<file path="src/rtl/core/osa_ed_pkg.sv">
package osa_ed_pkg;

  localparam logic [1:0] MODE_FIRST   = 2'd0;
  localparam logic [1:0] MODE_SECOND  = 2'd1;
  localparam logic [1:0] MODE_COMPUTE = 2'd2;

  localparam int unsigned DIST_MAX = 127;

  typedef struct packed {
    logic busy;       // input side held off
    logic first_row;  // start of compute: fetch first char of string one
    logic row_load;   // latch row char, seed left-edge values
    logic sweep;      // one cell per cycle along the row
    logic row_end;    // rotate row buffers, fetch next row char
    logic finish;     // load result register, clear strings
  } osa_ed_cmd_t;

  typedef struct packed {
    logic n1_zero;
    logic n2_zero;
    logic last_col;
    logic last_row;
    logic out_free;
  } osa_ed_status_t;

endpackage

</file>
<file path="src/rtl/core/osa_ed_ram.sv">
module osa_ed_ram #(
  parameter int WIDTH = 8,
  parameter int DEPTH = 64
) (
  input  logic                                   clk,
  input  logic                                   we,
  input  logic [(DEPTH > 1 ? $clog2(DEPTH) : 1)-1:0] waddr,
  input  logic [WIDTH-1:0]                       wdata,
  input  logic [(DEPTH > 1 ? $clog2(DEPTH) : 1)-1:0] raddr,
  output logic [WIDTH-1:0]                       rdata
);

  logic [WIDTH-1:0] mem [DEPTH];

  always_ff @(posedge clk) begin
    if (we) begin
      mem[waddr] <= wdata;
    end
    rdata <= mem[raddr];
  end

endmodule

</file>
<file path="src/rtl/core/osa_ed_ctrl.sv">
module osa_ed_ctrl
  import osa_ed_pkg::*;
(
  input  logic           clk,
  input  logic           rst,
  input  logic           in_valid,
  input  logic [1:0]     mode,
  input  osa_ed_status_t status,
  output osa_ed_cmd_t    cmd
);

  typedef enum logic [2:0] {
    S_IDLE,
    S_START,
    S_ROW_LOAD,
    S_SWEEP,
    S_ROW_END,
    S_FINISH
  } state_t;

  state_t state;

  always_ff @(posedge clk) begin
    if (rst) begin
      state <= S_IDLE;
    end else begin
      unique case (state)
        S_IDLE: begin
          if (in_valid && mode == MODE_COMPUTE) state <= S_START;
        end
        S_START: begin
          if (status.n1_zero || status.n2_zero) state <= S_FINISH;
          else state <= S_ROW_LOAD;
        end
        S_ROW_LOAD: state <= S_SWEEP;
        S_SWEEP: begin
          if (status.last_col) state <= status.last_row ? S_FINISH : S_ROW_END;
        end
        S_ROW_END: state <= S_ROW_LOAD;
        S_FINISH: begin
          if (status.out_free) state <= S_IDLE;
        end
        default: state <= S_IDLE;
      endcase
    end
  end

  always_comb begin
    cmd           = '0;
    cmd.busy      = (state != S_IDLE);
    cmd.first_row = (state == S_START);
    cmd.row_load  = (state == S_ROW_LOAD);
    cmd.sweep     = (state == S_SWEEP);
    cmd.row_end   = (state == S_ROW_END);
    cmd.finish    = (state == S_FINISH) && status.out_free;
  end

endmodule

</file>
<file path="src/rtl/core/osa_ed_dpath.sv">
module osa_ed_dpath
  import osa_ed_pkg::*;
#(
  parameter int MAX_LEN = 64
) (
  input  logic           clk,
  input  logic           rst,
  input  logic           in_valid,
  input  logic [1:0]     mode,
  input  logic [7:0]     char_code,
  input  logic           cfg_we,
  input  logic           cfg_wdata,
  input  logic           out_stall,
  output logic           out_valid,
  output logic [6:0]     distance,
  output logic           overflow,
  input  osa_ed_cmd_t    cmd,
  output osa_ed_status_t status
);

  localparam int LW = $clog2(MAX_LEN + 1);
  localparam int W  = $clog2(MAX_LEN + 2);
  localparam int AW = (MAX_LEN > 1) ? $clog2(MAX_LEN) : 1;

  logic          use_tr;
  logic [LW-1:0] n1, n2;
  logic          ovf;
  logic [1:0]    cur_sel;
  logic [AW-1:0] ri, col;
  logic [7:0]    a, a_prev, b_prev;
  logic [W-1:0]  cur_left, prev_left, o1, o2;

  logic          take, app1, app2, full1, full2;
  logic [AW-1:0] t1_raddr, row_raddr;
  logic [7:0]    t1_rdata, t2_rdata;
  logic [W-1:0]  row_rdata [3];
  logic [1:0]    prev_sel, older_sel;
  logic [W-1:0]  j, prev_j, older_j, sub, v0, v1, v, result;

  assign take  = in_valid && !cmd.busy;
  assign full1 = (n1 >= LW'(MAX_LEN));
  assign full2 = (n2 >= LW'(MAX_LEN));
  assign app1  = take && mode == MODE_FIRST && !full1;
  assign app2  = take && mode == MODE_SECOND && !full2;

  assign t1_raddr  = cmd.first_row ? '0 : ri + AW'(1);
  assign row_raddr = cmd.row_load ? '0 : col + AW'(1);

  osa_ed_ram #(.WIDTH(8), .DEPTH(MAX_LEN)) u_text1 (
    .clk(clk), .we(app1), .waddr(n1[AW-1:0]), .wdata(char_code),
    .raddr(t1_raddr), .rdata(t1_rdata)
  );

  osa_ed_ram #(.WIDTH(8), .DEPTH(MAX_LEN)) u_text2 (
    .clk(clk), .we(app2), .waddr(n2[AW-1:0]), .wdata(char_code),
    .raddr(row_raddr), .rdata(t2_rdata)
  );

  // three row buffers rotate through current / previous / older roles
  for (genvar k = 0; k < 3; k++) begin : g_row
    osa_ed_ram #(.WIDTH(W), .DEPTH(MAX_LEN)) u_row (
      .clk(clk), .we(cmd.sweep && cur_sel == 2'(k)), .waddr(col), .wdata(v),
      .raddr(row_raddr), .rdata(row_rdata[k])
    );
  end

  assign prev_sel  = (cur_sel == 2'd0) ? 2'd2 : cur_sel - 2'd1;
  assign older_sel = (prev_sel == 2'd0) ? 2'd2 : prev_sel - 2'd1;

  // cell (i, j) with i = ri + 1, j = col + 1; row 0 is j itself
  always_comb begin
    j       = W'(col) + W'(1);
    prev_j  = (ri == '0) ? j : row_rdata[prev_sel];
    older_j = (ri == AW'(1)) ? j : row_rdata[older_sel];
    sub     = prev_left + ((a == t2_rdata) ? W'(0) : W'(1));
    v0      = (prev_j < cur_left) ? prev_j + W'(1) : cur_left + W'(1);
    v1      = (sub < v0) ? sub : v0;
    v       = v1;
    if (use_tr && ri != '0 && col != '0 && a == b_prev && a_prev == t2_rdata &&
        o2 + W'(1) < v1) begin
      v = o2 + W'(1);
    end
  end

  always_comb begin
    if (n1 == '0) result = W'(n2);
    else if (n2 == '0) result = W'(n1);
    else result = cur_left;
  end

  assign status.n1_zero  = (n1 == '0);
  assign status.n2_zero  = (n2 == '0);
  assign status.last_col = (LW'(col) + LW'(1) == n2);
  assign status.last_row = (LW'(ri) + LW'(1) == n1);
  assign status.out_free = !out_valid || !out_stall;

  always_ff @(posedge clk) begin
    if (rst) begin
      use_tr    <= 1'b1;
      n1        <= '0;
      n2        <= '0;
      ovf       <= 1'b0;
      cur_sel   <= 2'd0;
      out_valid <= 1'b0;
    end else begin
      if (cfg_we) use_tr <= cfg_wdata;
      if (app1) n1 <= n1 + LW'(1);
      if (app2) n2 <= n2 + LW'(1);
      if (take && ((mode == MODE_FIRST && full1) || (mode == MODE_SECOND && full2))) begin
        ovf <= 1'b1;
      end
      if (cmd.row_end) cur_sel <= (cur_sel == 2'd2) ? 2'd0 : cur_sel + 2'd1;
      if (cmd.finish) begin
        out_valid <= 1'b1;
        n1        <= '0;
        n2        <= '0;
        ovf       <= 1'b0;
      end else if (out_valid && !out_stall) begin
        out_valid <= 1'b0;
      end
    end
  end

  always_ff @(posedge clk) begin
    if (cmd.first_row) ri <= '0;
    if (cmd.row_end) ri <= ri + AW'(1);
    if (cmd.row_load) begin
      a         <= t1_rdata;
      a_prev    <= a;
      col       <= '0;
      cur_left  <= W'(ri) + W'(1);
      prev_left <= W'(ri);
      o1        <= W'(ri) - W'(1);
    end
    if (cmd.sweep) begin
      col       <= col + AW'(1);
      cur_left  <= v;
      prev_left <= prev_j;
      o1        <= older_j;
      o2        <= o1;
      b_prev    <= t2_rdata;
    end
    if (cmd.finish) begin
      distance <= (32'(result) > 32'(DIST_MAX)) ? 7'(DIST_MAX) : 7'(result);
      overflow <= ovf;
    end
  end

endmodule

</file>
<file path="src/rtl/core/osa_edit_distance.sv">
// Edit distance engine (Levenshtein / optimal string alignment).
// Input channel (in_valid, in_stall, mode, char_code): mode 0 appends
// char_code to string one, mode 1 to string two, mode 2 computes the distance
// and clears both strings; mode 3 is dropped. Each string keeps up to MAX_LEN
// chars; extra chars are dropped and flag overflow on the next result.
// Output channel (out_valid, out_stall, distance, overflow): one result per
// compute request, held in an output register until taken.
// cfg_we / cfg_wdata write use_transpositions (reset 1); the user must do so
// only while idle, which the block does not enforce. A compute request walks
// the DP matrix one cell per cycle through shared row buffers, with a
// row-load step before each row and a row-end step between rows; the sweep
// is skipped if either string is empty. in_stall is high while the request
// is in progress, until the result register is loaded.
// If out_stall holds an earlier result, appends still go through; a new
// compute finishes its sweep and then waits for the output register.
// Synchronous reset empties both strings, clears out_valid and sets
// use_transpositions.
module osa_edit_distance
  import osa_ed_pkg::*;
#(
  parameter int MAX_LEN = 64
) (
  input  logic       clk,
  input  logic       rst,
  input  logic       in_valid,
  output logic       in_stall,
  input  logic [1:0] mode,
  input  logic [7:0] char_code,
  input  logic       cfg_we,
  input  logic       cfg_wdata,
  output logic       out_valid,
  input  logic       out_stall,
  output logic [6:0] distance,
  output logic       overflow
);

  osa_ed_cmd_t    cmd;
  osa_ed_status_t status;

  osa_ed_ctrl u_ctrl (
    .clk(clk), .rst(rst), .in_valid(in_valid), .mode(mode),
    .status(status), .cmd(cmd)
  );

  osa_ed_dpath #(.MAX_LEN(MAX_LEN)) u_dpath (
    .clk(clk), .rst(rst), .in_valid(in_valid), .mode(mode),
    .char_code(char_code), .cfg_we(cfg_we), .cfg_wdata(cfg_wdata),
    .out_stall(out_stall), .out_valid(out_valid), .distance(distance),
    .overflow(overflow), .cmd(cmd), .status(status)
  );

  assign in_stall = cmd.busy;

endmodule

</file>
<file path="config.mk">
export PLATFORM = sky130hd
export DESIGN_NAME = osa_edit_distance
export DESIGN_NICKNAME = d
export VERILOG_FILES = /design/src/rtl/core/osa_ed_pkg.sv /design/src/rtl/core/osa_ed_ram.sv /design/src/rtl/core/osa_ed_ctrl.sv /design/src/rtl/core/osa_ed_dpath.sv /design/src/rtl/core/osa_edit_distance.sv
export SDC_FILE = /design/constraint.sdc
export NUM_CORES = 2
export LEC_CHECK = 0
export BUFFER_PORTS_ARGS = -buffer_cell sky130_fd_sc_hd__buf_2
export CAP_MARGIN = 20
export CORE_ASPECT_RATIO = 0.8
export CORE_UTILIZATION = 63
export DETAILED_ROUTE_END_ITERATION = 10
export PLACE_DENSITY = 0.76
export SLEW_MARGIN = 20
export SYNTH_ARGS = -nofsm -noshare
export SYNTH_HDL_FRONTEND = slang
export SYNTH_HIERARCHICAL = 1
export SYNTH_SLANG_ARGS = --single-unit
</file>
<file path="constraint.sdc">
create_clock -name clk -period 18.3 [get_ports clk]
set_input_delay 0.915 -clock clk [delete_from_list [all_inputs] [get_ports clk]]
set_output_delay 0.915 -clock clk [all_outputs]
set_load 0.01 [all_outputs]
</file>
-- Word level (Yosys, flattened, before mapping)
Memories as Yosys holds them, arrays and structs flattened. A register that Yosys moved wholly into a read port is not among the register bits.
Index checks and enable logic that the tools add are counted.
- bits in registers: 94
- RAM bits: 2368
- input bits: 16
- output and inout port bits: 10
- word-level logic and storage cells: 153
- memories kept: 5
- add/sub/neg operators: 14
- magnitude comparators: 7
- equality and inequality tests: 18
- muxes and demuxes: 47
- bitwise gates (word level): 2
- reductions and logical operators: 42
- memories (memory ; words ; width ; rd ports ; clocked after Yosys merged registers in ; write ports ; line ; source):
    u_dpath.u_text1.mem ; 64 ; 8 ; 1 ; 1 ; 1 ; osa_ed_ram.sv:13 ; logic [WIDTH-1:0] mem [DEPTH];
    u_dpath.u_text2.mem ; 64 ; 8 ; 1 ; 1 ; 1 ; osa_ed_ram.sv:13 ;
    u_dpath.g_row[0].u_row.mem ; 64 ; 7 ; 1 ; 1 ; 1 ; osa_ed_ram.sv:13 ;
    u_dpath.g_row[1].u_row.mem ; 64 ; 7 ; 1 ; 1 ; 1 ; osa_ed_ram.sv:13 ;
    u_dpath.g_row[2].u_row.mem ; 64 ; 7 ; 1 ; 1 ; 1 ; osa_ed_ram.sv:13 ;
- operator list (operator ; count):
    two-way mux 7 bit ; 17
    two-way mux 6 bit ; 6
    adder 7 x 1 -> 7 bit, second input constant ; 5
    binary-select mux 7 bit (select 2 bit) ; 2
    equality test 8 bit ; 3
    less-than comparator 7 bit ; 3
    logical AND 1 bit ; 19
    case mux 3 bit (6 select lines) ; 1
    adder 6 x 1 -> 7 bit, second input constant ; 2
    equality test 7 bit ; 2
    >= comparator 7 bit, second input constant ; 2
    logical NOT 7 bit ; 2
    two-way mux 1 bit ; 14
    adder 6 x 1 -> 6 bit, second input constant ; 2
    two-way mux 3 bit ; 4
    nonzero test 6 bit ; 2
    adder 7 bit ; 1
    subtractor 6 x 1 -> 7 bit, second input constant ; 1
    equality test 3 x 2 -> 1 bit, second input constant ; 2
    equality test 3 bit, second input constant ; 2
    equality test 6 x 1 -> 1 bit, second input constant ; 1
    >= comparator 3 bit, second input constant ; 2
    logical NOT 2 bit ; 3
    logical NOT 6 bit ; 1
    other kinds (16) ; 31

-- Depth between registers and ports, before layout
- word-level depth: 15
- mapped depth: 34
- gate-level depth less buffers: 31

-- By module
The synthesis kept the hierarchy.
- modules (own cells, without submodules) (module ; times used ; cells an instance ; area each (sq um) ; seq. area each (sq um)):
    osa_ed_ram (u_dpath.g_row[0].u_row ...) ; 3 ; 827 ; 17635.7 ; 13593.0
    osa_ed_ram (u_dpath.u_text1 ...) ; 2 ; 940 ; 20166.8 ; 15534.9
    osa_ed_dpath ; 1 ; 614 ; 6102.1 ; 2542.4
    osa_ed_ctrl ; 1 ; 35 ; 279.0 ; 60.1

-- Worst setup path before layout
No wires, ideal clock.
- kind: reg-to-reg
- from: register u_dpath.cur_sel[0]
- to: memory u_dpath/g_row[0].u_row/mem[0][5] (netlist name), data pin
- setup time: 1279 ps
- arrival time: 11527 ps
- data required time: 17021 ps
- setup slack: 5494 ps
- cell stages (with the launch flop): 32
- path buffers: 4
- period minus slack after synthesis: 12806 ps
- cell sequence: dfxtp_1 inv_1 ha_1 buf_6 clkbuf_1 mux2i_1 nor2_1 a21oi_1 a21oi_1 ha_1 nand4_1 o21bai_1 a41o_1 o21bai_1 buf_2 mux2i_1 nor3b_1 xor2_1 mux2i_1 ha_1 a21oi_1 o21a_1 nand2_4 mux2_4 ha_1 nor2b_1 o21ai_0 nand4_1 or2_2 buf_1 nand3_2 mux2i_1
- word-level cells in the longest chain between the ends: 14
- elaborated cells on any way between the ends: 16
- those cells by class: 2 x add/sub; 3 x order compare; 8 x mux; 1 x bitwise; 2 x reduce/logical
- ends and longest elaborated chain (what ; line ; source):
    from (decl) ; osa_ed_dpath.sv:28 ; logic [1:0] cur_sel;
    from (signal assigned) ; osa_ed_dpath.sv:112 ; if (cmd.row_end) cur_sel <= (cur_sel == 2'd2) ? 2'd0 : cur_sel + 2'd1;
    subtractor 2 x 1 -> 2 bit or logical NOT 2 bit (tied branches) ; osa_ed_dpath.sv:67 ; assign prev_sel = (cur_sel == 2'd0) ? 2'd2 : cur_sel - 2'd1;
    two-way mux 2 bit (*) ; osa_ed_dpath.sv:67 ;
    NOT 2 -> 3 bit (implied by the code) (*) ; osa_ed_dpath.sv:73 ; prev_j = (ri == '0) ? j : row_rdata[prev_sel];
    binary-select mux 7 bit (select 2 bit) (*) ; osa_ed_dpath.sv:73 ;
    two-way mux 7 bit (implied by the code) (*) (2 in series) ; osa_ed_dpath.sv:73 ;
    two-way mux 7 bit (*) ; osa_ed_dpath.sv:73 ;
    named net u_dpath.prev_j[6] ; osa_ed_dpath.sv:38 ; logic [W-1:0] j, prev_j, older_j, sub, v0, v1, v, result;
    adder 7 x 1 -> 7 bit or less-than comparator 7 bit (tied branches) ; osa_ed_dpath.sv:76 ; v0 = (prev_j < cur_left) ? prev_j + W'(1) : cur_left + W'(1);
    two-way mux 7 bit (*) ; osa_ed_dpath.sv:76 ;
    less-than comparator 7 bit ; osa_ed_dpath.sv:77 ; v1 = (sub < v0) ? sub : v0;
    two-way mux 7 bit (*) ; osa_ed_dpath.sv:77 ;
    less-than comparator 7 bit ; osa_ed_dpath.sv:80 ; o2 + W'(1) < v1) begin
    logical AND 1 bit ; osa_ed_dpath.sv:79 ; if (use_tr && ri != '0 && col != '0 && a == b_prev && a_prev == t2_rdata &&
    two-way mux 7 bit (*) ; osa_ed_dpath.sv:79 ;
    named net u_dpath.v[5] ; osa_ed_dpath.sv:38 ;
    to (decl) ; osa_ed_ram.sv:13 ;
The timed path passes the listed nets; every way through them passes the cells marked *. The select of a mux whose other input is x is not followed.

-- Worst setup path after layout
- from: register u_dpath.col[1]
- to: memory u_dpath/g_row[2].u_row/mem[17][6] (netlist name), data pin
- word-level cells in the longest chain between the ends: 9
- elaborated cells on any way between the ends: 14
- those cells by class: 2 x add/sub; 3 x order compare; 4 x mux; 5 x reduce/logical
- ends and longest elaborated chain (what ; line ; source):
    from (decl) ; osa_ed_dpath.sv:29 ; logic [AW-1:0] ri, col;
    from (signal assigned) ; osa_ed_dpath.sv:136 ; col <= col + AW'(1);
    adder 6 x 1 -> 7 bit ; osa_ed_dpath.sv:72 ; j = W'(col) + W'(1);
    two-way mux 7 bit ; osa_ed_dpath.sv:73 ;
    adder 7 x 1 -> 7 bit or less-than comparator 7 bit (tied branches) ; osa_ed_dpath.sv:76 ;
    two-way mux 7 bit ; osa_ed_dpath.sv:76 ;
    less-than comparator 7 bit ; osa_ed_dpath.sv:77 ;
    two-way mux 7 bit ; osa_ed_dpath.sv:77 ;
    less-than comparator 7 bit ; osa_ed_dpath.sv:80 ;
    logical AND 1 bit ; osa_ed_dpath.sv:79 ;
    two-way mux 7 bit (*) ; osa_ed_dpath.sv:79 ;
    named net u_dpath.v[6] ; osa_ed_dpath.sv:38 ;
    to (decl) ; osa_ed_ram.sv:13 ;
The timed path passes the listed nets; every way through them passes the cells marked *.

==> flow_metrics.tcl <==
set metrics [dict create \
    end_kind "flop" \
    detailroute.via_count 50400 \
    cts_resized 0 \
    avgSynthCellArea_um2 19.9 \
    nFillCells 9278 \
    drc 0 \
    tns_ns 0 \
    cts_hold_buf 0 \
    yosys-top-cells-count "edfxtp_1, mux4_2, nor2_1" \
    synth_nets 5059 \
    ys_types 90 \
    io_pins 26 \
    worstSetupPathType "reg -> reg" \
    initial_core_util_pct 63.5 \
    syn_inst 5010 \
    fin_crit_sh_pct 61.7 \
    cts_tree "yes" \
    period_needed_ns 11.29 \
    status "complete, no violations" \
    rsz0062_at_grt "no" \
    coreArea_um2 157000 \
    slowest_stage "edfxtp_1" \
    pwr-share-comb_pct 21.2 \
    synth_largest_area_cell "edfxtp_1" \
    hold_viol_final 0 \
    ys_ff_latch 2499 \
    totalWireLength_mm 229 \
    antenna_found_initial 6 \
    synth_edf_count 2440 \
    final_max_slew_viol_count 0 \
    drtAntennaViolNets 0 \
    yosysWarnings 6 \
    maxSlewHeadroom_pct 24.1 \
    multi_input_area_um2 23600 \
    cts_made_buffers 222 \
    htreeDepth 4 \
    clk_pin_slew_ns 0.07 \
    first_global_vias 49500 \
    setup-violations-final 0 \
    switching_share_pct 28.9 \
    finalNetCount 5116 \
    clock_power_share_pct 30.0 \
    clock_skew_ns 0.0661 \
    place_congestion 0.914 \
    die_y_um 358 \
    timing.reg2reg.setup_slack_ns 7.01 \
    final-seq-area_um2 74500 \
    viasPerCell 6.83 \
    detail_route.wl_per_cell_um 31.1 \
    start_kind "flop" \
    worst_pin_slew_ns 1.13 \
    dieArea_um2 160000 \
    placed_cells 6952 \
    root_buffer "clkbuf_16" \
    p_switching_mw 4.52 \
    yosys.cell_count.top_type "edfxtp_1" \
    pwr_density_cell_nw_per_um2 144 \
    drive_gt1_share_pct 21.5 \
    synthFlopType "edfxtp_1" \
    drtPass1Iterations 8 \
    cp_common_cell "ha_1" \
    synthesis.area_um2 99600 \
    clk_latency_ns 0.86 \
    synthArstFlopShare_pct 0 \
    grt_pass1_wl_mm 336 \
    p_int_mw 11.1 \
    design_area_um2 109000 \
    cp.required_ns 18.83 \
    cap_violations 0 \
    drt_iter0_drc 6525 \
    final_cell_count_no_fill 7372 \
    cts.sinks 2499 \
    grt_usage_pct 29.1 \
    netlist.area_leader.share_pct 73.5 \
    p_leak_nw 33.8 \
    core.rowCount 130 \
    crit_arrival_ns 11.83 \
    worst-path-max-fanout 84 \
    synth.area.top_cells "edfxtp_1, mux4_2, nor2_1" \
    die_x_um 447 \
    max_freq_ghz 0.0886 \
    grt_start_max_net_pins 124 \
    cts_setup_buffers 0 \
    io_buffer_count 25 \
    seq_area_frac_synth_pct 74.7 \
    holdCritPathClass "in -> reg" \
    cts.path.max_buffers 3 \
    dpl_cell_area_um2 102000 \
    dp_hpwl_mm 136 \
    seq_power_share_pct 48.8 \
    max_stage_delay_ns 1.09 \
    peakVddDrop_uv 144 \
    grt_overflow 0 \
    area_delta_synth_final_pct 9.49 \
]
## sequential cells by signal, summed over array words and instances (netlist names), 8 cells and up
| name | cells |
|---|---|
| u_dpath/a_prev | 8 |
| u_dpath/u_text2/rdata | 8 |
| u_dpath/b_prev | 8 |
| u_dpath/a | 8 |
| u_dpath/u_text1/rdata | 8 |
| u_dpath/u_text2/mem | 512 |
| u_dpath/g_row.u_row/rdata | 21 |
| u_dpath/u_text1/mem | 512 |
| u_dpath/g_row.u_row/mem | 1344 |
## area by class of cell
class                   instances  area share [%]
multi-input cells            2204            21.7
inverters                      40           0.138
diodes                          4         0.00918
clock inverters               138            1.30
flip-flops and latches       2499            68.3
repair buffers                100           0.769
well taps                    2112            2.42
clock buffers                 275            5.44
## power by group through the flow
stage               Clock (mW)  Sequential (mW)  Combinational (mW)
floorplan                    0             8.06                2.02
global placement             0             7.76                3.15
detailed placement           0             7.77                3.25
CTS                       4.75             7.65                3.26
global route              4.95             7.65                3.51
finish                    4.70             7.64                3.32
## per-layer routing
metal	up-vias	share of wire [%]	global-route usage (%)	wire length [um]
li1	20700	-	-	-
met1	26000	40	44.5	90900
met2	3246	46	42.7	105000
met3	401	12	7.28	28100
met4	2	2.3	7.29	5370
met5	-	0.0057	0	13
## metrics by stage
step	utilization [%]	power (mW)	hold WS, ns	worst slack, ns
2_1_floorplan	-	10.1	0.386	5.49
3_3_place_gp	64.7	10.9	0.401	7.67
3_5_place_dp	64.7	11.0	0.405	7.22
4_1_cts	69.4	15.7	0.214	7.19
5_1_grt	69.5	16.1	0.229	6.43
6_report	69.5	15.7	0.269	7.01
## cell families (layout without fill, tap and decap cells)
logic type      Yosys count  count (layout)  share of synthesized area, %
xor+xnor                 77              77                         0.677
simple gates            929             929                          4.40
flops                  2499            2499                          74.7
compound gates          413             413                          3.03
mux                     750             750                          15.0
other cells               0               4                             0
fa+ha+maj                35              35                         0.437
buf+inv                 307             553                          1.73
## worst max-delay path, delay by kind of cell (launching register included)
| kind | cells | cell delay [ns] |
|---|---|---|
| compound gates | 8 | 2.55 |
| simple gates | 9 | 1.84 |
| buf+inv | 2 | 1.58 |
| mux | 3 | 1.56 |
| fa+ha+maj | 4 | 1.49 |
| flops | 1 | 1.09 |
| xor+xnor | 2 | 0.62 |
## cells in the final DEF, fill, tap and decap left out, types with 17 or more instances in the layout
cell and n:
edfxtp_1 2440, mux4_2 588, nor2_1 462, clkbuf_16 225, mux2i_1 112, nand2_1 102
nand3_1 74, buf_4 71, dfxtp_1 59, clkinv_2 56, nor2b_1 53, o22ai_1 52
a21oi_1 48, nor3_1 45, xnor2_1 44, o221ai_1 44, mux2_2 43, clkbuf_1 38
clkinv_1 38, inv_1 37, nand2b_1 36, xor2_1 33, a22oi_1 33, ha_1 33
o21ai_0 28, o31ai_1 26, bufinv_16 22, nand3b_1 22, a211oi_1 22, nand4_1 22
o21ai_1 21, buf_2 17
## worst paths after layout
check / startpoint / end / depth (start not counted)
setup / recovery: u_dpath/col[1] / u_dpath/g_row[2].u_row/mem[17][6] / 28
setup reg to reg: u_dpath/col[1] / u_dpath/g_row[2].u_row/mem[17][6] / 28
hold / removal: cfg_wdata / u_dpath/use_tr / 2
hold reg to reg: u_dpath/u_text1/rdata[2] / u_dpath/a[2] / 0
Power figures use the tool's default switching activity.
